## config.mk

```make
export PLATFORM = sky130hd
export DESIGN_NAME = can_receive_mailbox_table
export DESIGN_NICKNAME = d
export VERILOG_FILES = /design/src/hdl/crmt_pkg.sv /design/src/hdl/crmt_ram.sv /design/src/hdl/can_receive_mailbox_table.sv
export SDC_FILE = /design/constraint.sdc
export NUM_CORES = 2
export LEC_CHECK = 0
export BUFFER_PORTS_ARGS = -buffer_cell sky130_fd_sc_hd__buf_4
export CAP_MARGIN = 20
export CORE_AREA = 2 2 358 360
export CTS_CLUSTER_DIAMETER = 120
export DETAILED_ROUTE_END_ITERATION = 8
export DIE_AREA = 0 0 360 362
export HOLD_SLACK_MARGIN = 0.12
export PLACE_DENSITY_LB_ADDON = 0.05
export SLEW_MARGIN = 20
export SYNTH_ARGS = -nofsm -noshare
export SYNTH_HDL_FRONTEND = slang
export SYNTH_SLANG_ARGS = --single-unit
```

## constraint.sdc

```tcl
create_clock -name clk_i -period 6.85 [get_ports clk_i]
set_clock_uncertainty 0.1 [all_clocks]
set_input_delay 1.0275 -clock clk_i [delete_from_list [all_inputs] [get_ports clk_i]]
set_output_delay 1.0275 -clock clk_i [all_outputs]
set_load 0.005 [all_outputs]
```

## src/hdl/crmt_pkg.sv

```systemverilog
// ----------------------------------------------------------------------------
// crmt_pkg
// Shared types and constants of the CAN receive mailbox table.
// ----------------------------------------------------------------------------
package crmt_pkg;

  // Number of mailboxes (1 .. 256)
  localparam int unsigned ENTRIES = 16;

  // Mailbox index and fill count widths
  localparam int unsigned IDX_W = (ENTRIES > 1) ? $clog2(ENTRIES) : 1;
  localparam int unsigned CNT_W = $clog2(ENTRIES + 1);

  localparam int unsigned ID_W   = 29;
  localparam int unsigned LEN_W  = 4;
  localparam int unsigned DATA_W = 64;
  localparam int unsigned STAT_W = 2;

  localparam logic [LEN_W-1:0] MAX_LEN = LEN_W'(8);

  // Stream widths, padded to whole bytes
  localparam int unsigned IN_FIELDS_W  = ID_W + LEN_W + DATA_W;
  localparam int unsigned IN_TDATA_W   = ((IN_FIELDS_W + 7) / 8) * 8;
  localparam int unsigned OUT_FIELDS_W = STAT_W + LEN_W + DATA_W;
  localparam int unsigned OUT_TDATA_W  = ((OUT_FIELDS_W + 7) / 8) * 8;

  // Operation selector carried in tuser
  localparam logic FUNC_STORE = 1'b0;
  localparam logic FUNC_READ  = 1'b1;

  typedef logic [STAT_W-1:0] status_t;

  // Store results
  localparam status_t STAT_UPDATED  = 2'd0;
  localparam status_t STAT_ADDED    = 2'd1;
  localparam status_t STAT_DROPPED  = 2'd2;
  // Read results
  localparam status_t STAT_FRESH    = 2'd0;
  localparam status_t STAT_REPEATED = 2'd1;
  localparam status_t STAT_UNKNOWN  = 2'd2;

  // One mailbox payload word
  typedef struct packed {
    logic              fresh;
    logic [LEN_W-1:0]  length;
    logic [DATA_W-1:0] data;
  } payload_t;

  localparam int unsigned PAY_W = $bits(payload_t);

endpackage

```

## src/hdl/crmt_ram.sv

```systemverilog
// ----------------------------------------------------------------------------
// crmt_ram
// Generic simple dual-port RAM, one write and one registered read port.
// ----------------------------------------------------------------------------
module crmt_ram #(
  parameter int unsigned WIDTH = 8,
  parameter int unsigned DEPTH = 16
) (
  input  logic                                       clk_i,
  input  logic                                       we_i,
  input  logic [((DEPTH > 1) ? $clog2(DEPTH) : 1)-1:0] waddr_i,
  input  logic [WIDTH-1:0]                           wdata_i,
  input  logic                                       re_i,
  input  logic [((DEPTH > 1) ? $clog2(DEPTH) : 1)-1:0] raddr_i,
  output logic [WIDTH-1:0]                           rdata_o
);

  logic [WIDTH-1:0] mem_q [DEPTH];
  logic [WIDTH-1:0] rdata_q;

  always_ff @(posedge clk_i) begin
    if (we_i) begin
      mem_q[waddr_i] <= wdata_i;
    end
    if (re_i) begin
      rdata_q <= mem_q[raddr_i];
    end
  end

  assign rdata_o = rdata_q;

endmodule

```

## src/hdl/can_receive_mailbox_table.sv

```systemverilog
// ----------------------------------------------------------------------------
// can_receive_mailbox_table
// Sequence: an item scans identifiers from mailbox 0 up to the hit or the last
//   live mailbox (no scan on an empty table), then ST_PAY or ST_MISS, then ST_FIN.
// Throughput: one item at a time, the next beat only once the result is loaded;
//   the pace is set by the linear identifier scan, one id RAM read per cycle.
// Reset: asynchronous, active low; clears the fill count and handshake state.
//   The RAMs need no clearing pass: mailboxes past the fill count are unused.
// ----------------------------------------------------------------------------
// Mailboxes fill from index 0 upward and are only freed by reset, so the fill
// count alone tells which RAM words hold live entries. Identifiers sit in one
// RAM, fresh flag, length and data in a second; both are written together
// when a mailbox is added.
// ----------------------------------------------------------------------------
module can_receive_mailbox_table (
  input  logic                              clk_i,
  input  logic                              rst_ni,
  // input stream
  input  logic                              s_axis_tvalid,
  output logic                              s_axis_tready,
  // tdata: msg_id[28:0], frame_length[32:29], frame_data[96:33], zero pad
  input  logic [crmt_pkg::IN_TDATA_W-1:0]   s_axis_tdata,
  // tuser: func (0 store, 1 read)
  input  logic                              s_axis_tuser,
  // result stream
  output logic                              m_axis_tvalid,
  input  logic                              m_axis_tready,
  // tdata: status[1:0], out_length[5:2], out_data[69:6], zero pad
  output logic [crmt_pkg::OUT_TDATA_W-1:0]  m_axis_tdata
);

  localparam int unsigned IDX_W  = crmt_pkg::IDX_W;
  localparam int unsigned CNT_W  = crmt_pkg::CNT_W;
  localparam int unsigned ID_W   = crmt_pkg::ID_W;
  localparam int unsigned LEN_W  = crmt_pkg::LEN_W;
  localparam int unsigned DATA_W = crmt_pkg::DATA_W;

  // Sequencer states, one-hot
  typedef enum logic [4:0] {
    ST_IDLE = 5'b00001,  // waiting for a beat
    ST_SCAN = 5'b00010,  // comparing identifiers, one per cycle
    ST_PAY  = 5'b00100,  // payload of the hit read, modify and write back
    ST_MISS = 5'b01000,  // no hit: add a mailbox or report
    ST_FIN  = 5'b10000   // result waits for a free output register
  } state_e;

  state_e state_q, state_d;

  // Latched item
  logic              func_q, func_d;
  logic [ID_W-1:0]   id_q, id_d;
  logic [LEN_W-1:0]  len_q, len_d;
  logic [DATA_W-1:0] data_q, data_d;

  // Scan position: index whose id RAM word arrives this cycle
  logic [IDX_W-1:0]  rd_idx_q, rd_idx_d;
  logic [CNT_W-1:0]  used_q, used_d;

  // Pending result
  crmt_pkg::status_t res_status_q, res_status_d;
  logic [LEN_W-1:0]  res_len_q, res_len_d;
  logic [DATA_W-1:0] res_data_q, res_data_d;

  // Output register
  logic                             out_valid_q, out_valid_d;
  logic [crmt_pkg::OUT_TDATA_W-1:0] out_tdata_q, out_tdata_d;

  // RAM ports
  logic              id_we, id_re;
  logic [IDX_W-1:0]  id_waddr, id_raddr;
  logic [ID_W-1:0]   id_rdata;
  logic              pay_we, pay_re;
  logic [IDX_W-1:0]  pay_waddr, pay_raddr;
  crmt_pkg::payload_t pay_wdata, pay_rdata;

  logic              in_beat;
  logic              out_load;
  logic [LEN_W-1:0]  in_len;

  assign in_beat       = s_axis_tvalid && s_axis_tready;
  assign s_axis_tready = (state_q == ST_IDLE);
  assign in_len        = s_axis_tdata[ID_W +: LEN_W];
  assign out_load      = (state_q == ST_FIN) && (!out_valid_q || m_axis_tready);

  always_comb begin
    state_d      = state_q;
    func_d       = func_q;
    id_d         = id_q;
    len_d        = len_q;
    data_d       = data_q;
    rd_idx_d     = rd_idx_q;
    used_d       = used_q;
    res_status_d = res_status_q;
    res_len_d    = res_len_q;
    res_data_d   = res_data_q;

    id_we     = 1'b0;
    id_waddr  = used_q[IDX_W-1:0];
    id_re     = 1'b0;
    id_raddr  = '0;
    pay_we    = 1'b0;
    pay_waddr = rd_idx_q;
    pay_wdata = '{fresh: 1'b1, length: len_q, data: data_q};
    pay_re    = 1'b0;
    pay_raddr = rd_idx_q;

    case (state_q)
      ST_IDLE: begin
        if (in_beat) begin
          func_d   = s_axis_tuser;
          id_d     = s_axis_tdata[ID_W-1:0];
          // lengths above eight saturate
          len_d    = (in_len > crmt_pkg::MAX_LEN) ? crmt_pkg::MAX_LEN : in_len;
          data_d   = s_axis_tdata[ID_W+LEN_W +: DATA_W];
          rd_idx_d = '0;
          if (used_q == '0) begin
            state_d = ST_MISS;
          end else begin
            id_re   = 1'b1;
            state_d = ST_SCAN;
          end
        end
      end

      ST_SCAN: begin
        if (id_rdata == id_q) begin
          pay_re  = 1'b1;
          state_d = ST_PAY;
        end else if (CNT_W'(rd_idx_q) + CNT_W'(1) == used_q) begin
          state_d = ST_MISS;
        end else begin
          id_re    = 1'b1;
          id_raddr = rd_idx_q + IDX_W'(1);
          rd_idx_d = rd_idx_q + IDX_W'(1);
        end
      end

      ST_PAY: begin
        pay_we = 1'b1;
        if (func_q == crmt_pkg::FUNC_STORE) begin
          res_status_d = crmt_pkg::STAT_UPDATED;
          res_len_d    = '0;
          res_data_d   = '0;
        end else begin
          // read clears the new-data flag
          pay_wdata    = '{fresh: 1'b0, length: pay_rdata.length, data: pay_rdata.data};
          res_status_d = pay_rdata.fresh ? crmt_pkg::STAT_FRESH : crmt_pkg::STAT_REPEATED;
          res_len_d    = pay_rdata.length;
          res_data_d   = pay_rdata.data;
        end
        state_d = ST_FIN;
      end

      ST_MISS: begin
        res_len_d  = '0;
        res_data_d = '0;
        if (func_q == crmt_pkg::FUNC_STORE) begin
          if (used_q < CNT_W'(crmt_pkg::ENTRIES)) begin
            id_we        = 1'b1;
            pay_we       = 1'b1;
            pay_waddr    = used_q[IDX_W-1:0];
            used_d       = used_q + CNT_W'(1);
            res_status_d = crmt_pkg::STAT_ADDED;
          end else begin
            res_status_d = crmt_pkg::STAT_DROPPED;
          end
        end else begin
          res_status_d = crmt_pkg::STAT_UNKNOWN;
        end
        state_d = ST_FIN;
      end

      ST_FIN: begin
        if (out_load) begin
          state_d = ST_IDLE;
        end
      end

      default: begin
        state_d = ST_IDLE;
      end
    endcase
  end

  // Output register: free once the beat leaves, reloaded from the result
  always_comb begin
    out_valid_d = out_valid_q;
    out_tdata_d = out_tdata_q;
    if (m_axis_tvalid && m_axis_tready) begin
      out_valid_d = 1'b0;
    end
    if (out_load) begin
      out_valid_d = 1'b1;
      out_tdata_d = crmt_pkg::OUT_TDATA_W'({res_data_q, res_len_q, res_status_q});
    end
  end

  always_ff @(posedge clk_i or negedge rst_ni) begin
    if (!rst_ni) begin
      state_q     <= ST_IDLE;
      used_q      <= '0;
      out_valid_q <= 1'b0;
    end else begin
      state_q     <= state_d;
      used_q      <= used_d;
      out_valid_q <= out_valid_d;
    end
  end

  always_ff @(posedge clk_i) begin
    func_q       <= func_d;
    id_q         <= id_d;
    len_q        <= len_d;
    data_q       <= data_d;
    rd_idx_q     <= rd_idx_d;
    res_status_q <= res_status_d;
    res_len_q    <= res_len_d;
    res_data_q   <= res_data_d;
    out_tdata_q  <= out_tdata_d;
  end

  assign m_axis_tvalid = out_valid_q;
  assign m_axis_tdata  = out_tdata_q;

  crmt_ram #(
    .WIDTH (ID_W),
    .DEPTH (crmt_pkg::ENTRIES)
  ) u_id_ram (
    .clk_i   (clk_i),
    .we_i    (id_we),
    .waddr_i (id_waddr),
    .wdata_i (id_q),
    .re_i    (id_re),
    .raddr_i (id_raddr),
    .rdata_o (id_rdata)
  );

  crmt_ram #(
    .WIDTH (crmt_pkg::PAY_W),
    .DEPTH (crmt_pkg::ENTRIES)
  ) u_pay_ram (
    .clk_i   (clk_i),
    .we_i    (pay_we),
    .waddr_i (pay_waddr),
    .wdata_i (pay_wdata),
    .re_i    (pay_re),
    .raddr_i (pay_raddr),
    .rdata_o (pay_rdata)
  );

  // --------------------------------------------------------------------------
  // Assertions
  // --------------------------------------------------------------------------
  a_used_bound: assert property (@(posedge clk_i) disable iff (!rst_ni)
    used_q <= CNT_W'(crmt_pkg::ENTRIES))
    else $error("fill count beyond table size");

  a_scan_live: assert property (@(posedge clk_i) disable iff (!rst_ni)
    (state_q == ST_SCAN) |-> (CNT_W'(rd_idx_q) < used_q))
    else $error("scan past the last live mailbox");

  a_add_both: assert property (@(posedge clk_i) disable iff (!rst_ni)
    id_we |-> (pay_we && pay_waddr == id_waddr))
    else $error("mailbox added without its payload");

  a_used_only_on_add: assert property (@(posedge clk_i) disable iff (!rst_ni)
    (state_q != ST_MISS) |=> $stable(used_q))
    else $error("fill count moved outside an add");

  a_load_free: assert property (@(posedge clk_i) disable iff (!rst_ni)
    (out_valid_q && !m_axis_tready) |-> !out_load)
    else $error("result overwrote a waiting beat");

endmodule

```

==> results.json <==
{
  "worst_hold_slack_ns": 0.289,
  "port_buffers": 173,
  "grt_max_degree": 143,
  "syn2layout_area_growth_pct": 13.1,
  "clock-sinks": 1919,
  "htree_levels": 4,
  "pwr-share-seq_pct": 49.5,
  "drc": 0,
  "diodes": 0,
  "grtUsageTotal_pct": 26.3,
  "start_util_pct": 57.4,
  "cts_setup_buffers": 0,
  "drtIter0Drc": 4027,
  "cp.arrival_ns": 5.45,
  "finalWeightedCongestion": 0.780,
  "hp-class": "in -> reg",
  "synth-seq-cells": 1919,
  "clk_pin_slew_ns": 0.06,
  "clockRootBuffer": "clkbuf_16",
  "async_flop_share_pct": 0.573,
  "clock_path_buffers": 3,
  "r2r-start": "id_q[22]",
  "nFillCells": 8325,
  "final-setup-viol-count": 0,
  "synth_largest_area_cell": "edfxtp_1",
  "final_max_slew_viol_count": 0,
  "layout_min_cycle_time_ns": 5.00,
  "clkPwrFrac_pct": 33.4,
  "dp_hpwl_um": 83700,
  "synth_edf_count": 1908,
  "netSwitchingFraction_pct": 25.7,
  "grt_antenna_before_repair": 3,
  "maxCapViolations": 0,
  "antenna_left": 0,
  "route.detailed.wl_per_inst_um": 30.9,
  "fmax_ghz": 0.200,
  "worstReg2RegEnd": "u_id_ram.rdata_o[13]",
  "ir_drop_mv": 0.290,
  "power.density_nw_per_um2": 353,
  "status": "finished clean",
  "syn_inst": 3397,
  "finalHoldViolCount": 0,
  "crit_start": "id_q[22]",
  "startpoint_type": "flop",
  "crit_type": "reg -> reg",
  "tns_ns": 0,
  "p_int_uw": 21500,
  "ys_types": 64,
  "die_w_um": 360,
  "core_area_um2": 127000,
  "fin_nets": 3770,
  "synth.area.top_cells": "edfxtp_1 (79%), mux4_2 (11%), mux2i_1 (1.2%), mux2_2 (1.1%), o221ai_1 (0.77%)",
  "rsz0062_at_grt": "false",
  "drive_above_1_share_pct": 26.5,
  "p_leak_uw": 0.0266,
  "die_area_um2": 130000,
  "crit_required_ns": 7.30,
  "grt_pass1_wl_um": 246000,
  "routed_wl_um": 169000,
  "grt_pass1_vias": 36900,
  "synth_area_per_cell_um2": 21.4,
  "worst_slew_pin_slew_ns": 1.12,
  "period_share_pct": 72.9,
  "netlist.area_leader.share_pct": 78.7,
  "num_rows": 131,
  "cts_tree": "yes",
  "post_cts_resized": 0,
  "num_vias": 35300,
  "ioPinCount": 183,
  "relSlewSlack_pct": 25.2,
  "cts_buffers": 191,
  "yosysWarnings": 0,
  "grt_overflow": 0,
  "die_h_um": 362,
  "crit_fanout": 27,
  "netSwitchingPower_uw": 7470,
  "worst_setup_path_end_kind": "flop",
  "synthFlopType": "edfxtp_1",
  "power_frac_comb_pct": 17.0,
  "firstDrtPassIters": 6,
  "clk_latency_ns": 0.81,
  "reg2reg_depth": 9,
  "via_per_inst": 6.46,
  "reg2reg_slack_ns": 1.85,
  "worstSetupEndpoint": "u_id_ram.rdata_o[13]",
  "seq_area_frac_synth_pct": 79.1,
  "syn-cell-area_um2": 72800
}
[power by group through the flow]
| stage | sequential (µW) | combinational [µW] | clock (µW) |
|---|---|---|---|
| 6_report | 14400 | 4940 | 9700 |
| 3_5_place_dp | 14600 | 4970 | 0 |
| 3_3_place_gp | 14600 | 4850 | 0 |
| 5_1_grt | 14400 | 5280 | 10300 |
| 4_1_cts | 14400 | 4980 | 9870 |
| 2_1_floorplan | 14500 | 3490 | 0 |
[through the flow]
stage / instances / worst slack [ns] / power (µW) / util [%] / instance area [µm²]
after CTS: 5470 / 1.90 / 29200 / 64.9 / 82300
after global routing: 5470 / 1.63 / 30000 / 64.9 / 82300
after detailed placement: 5124 / 1.91 / 19600 / 60.4 / 76500
after floorplan: 3398 / 1.34 / 18000 / - / 72800
after global placement: 5124 / 1.92 / 19400 / 60.4 / 76500
final: 5470 / 1.85 / 29000 / 64.9 / 82300
[sequential cells by signal, indices dropped and copies added (netlist names), 5 cells and up]
name / flops
m_axis_tdata: 70
res_data_q: 64
u_pay_ram.mem_q: 1104
u_pay_ram.rdata_o: 69
data_q: 64
u_id_ram.mem_q: 464
id_q: 29
u_id_ram.rdata_o: 29
used_q: 5
state_q: 5
[worst min-delay path by stage]
| stage | endpoint | cells past startpoint | startpoint | slack (ns) |
|---|---|---|---|---|
| after floorplan | m_axis_tdata[0] | 0 | res_status_q[0] | 0.30 |
| after global placement | m_axis_tdata[30] | 0 | res_data_q[24] | 0.30 |
| after detailed placement | m_axis_tdata[19] | 0 | res_data_q[13] | 0.30 |
| after CTS | data_q[20] | 1 | s_axis_tdata[53] | 0.22 |
| after global routing | data_q[31] | 1 | s_axis_tdata[64] | 0.25 |
| final | id_q[20] | 1 | s_axis_tdata[20] | 0.29 |
[critical path: stages (launching register included)]
cell      delay, ns
edfxtp_1       0.62
xnor2_1        0.70
nand4_1        0.16
nor4_1         0.60
a22o_1         0.74
buf_4          0.42
nor3_2         0.13
nand3_2        0.69
o22ai_1        0.14
or3_1          0.41
[cells in the mapped netlist (all sizes together), types with 5 or more instances]
| library cell | count |
|---|---|
| edfxtp | 1908 |
| mux4 | 345 |
| clkbuf | 118 |
| nand2 | 97 |
| nor2 | 88 |
| mux2i | 85 |
| buf | 81 |
| and3 | 73 |
| mux2 | 69 |
| o221ai | 64 |
| o211ai | 52 |
| a21o | 45 |
| o21ai | 45 |
| o22a | 36 |
| xnor2 | 36 |
| nor3 | 34 |
| a21oi | 31 |
| o311ai | 24 |
| nand4 | 22 |
| a22o | 21 |
| nand3 | 21 |
| inv | 14 |
| o221a | 12 |
| dfrtp | 10 |
| a22oi | 5 |
| a31oi | 5 |
| ha | 5 |
| or3 | 5 |
[cell usage in the layout, fill, tap and decap left out, types with 43 or more instances in the layout]
cell	synthesis	layout
a21o_1	45	45
nor2_1	87	56
o221ai_1	64	64
mux2_2	68	68
o21ai_0	44	43
and3_1	73	72
edfxtp_1	1908	1908
buf_4	4	251
clkinv_1	0	47
mux2i_1	85	85
nand2_1	96	93
o211ai_1	52	52
clkbuf_16	0	193
mux4_2	345	345
[logic make-up after synthesis]
group	synth area share (%)
buffers and inverters	1.19
flip-flops	79.1
other	0.00515
adder cells (fa/ha/maj)	0.0859
multiplexers	12.9
AO/OA/AOI/OAI	3.81
XOR/XNOR	0.469
AND/OR/NAND/NOR	2.43
[per-layer routing]
metal | vias to the layer above | GRT usage, % | routed length [µm]
met5 | - | 0 | 0
met4 | 0 | 7.81 | 3850
met3 | 243 | 4.36 | 11600
met2 | 1491 | 43.9 | 86100
met1 | 18800 | 36.1 | 67600
li1 | 14800 | - | -
[timing repair]
action	4_1_cts	5_1_grt
endpoints found under the hold margin	10	0
endpoints found under the setup margin	0	0
hold buffers	1	0
[layout make-up]
class                      instances  area [µm²]  share of cell area, %
sequential                      1919       57600                   70.0
multi-input combinational       1266       14600                   17.8
clock buffer                     236        5010                   6.09
timing repair buffer             264        2130                   2.59
tap                             1662        2080                   2.53
clock inverter                   109         791                  0.961
inverter                          14        67.6                 0.0821
(Power assumes the default switching activity.)
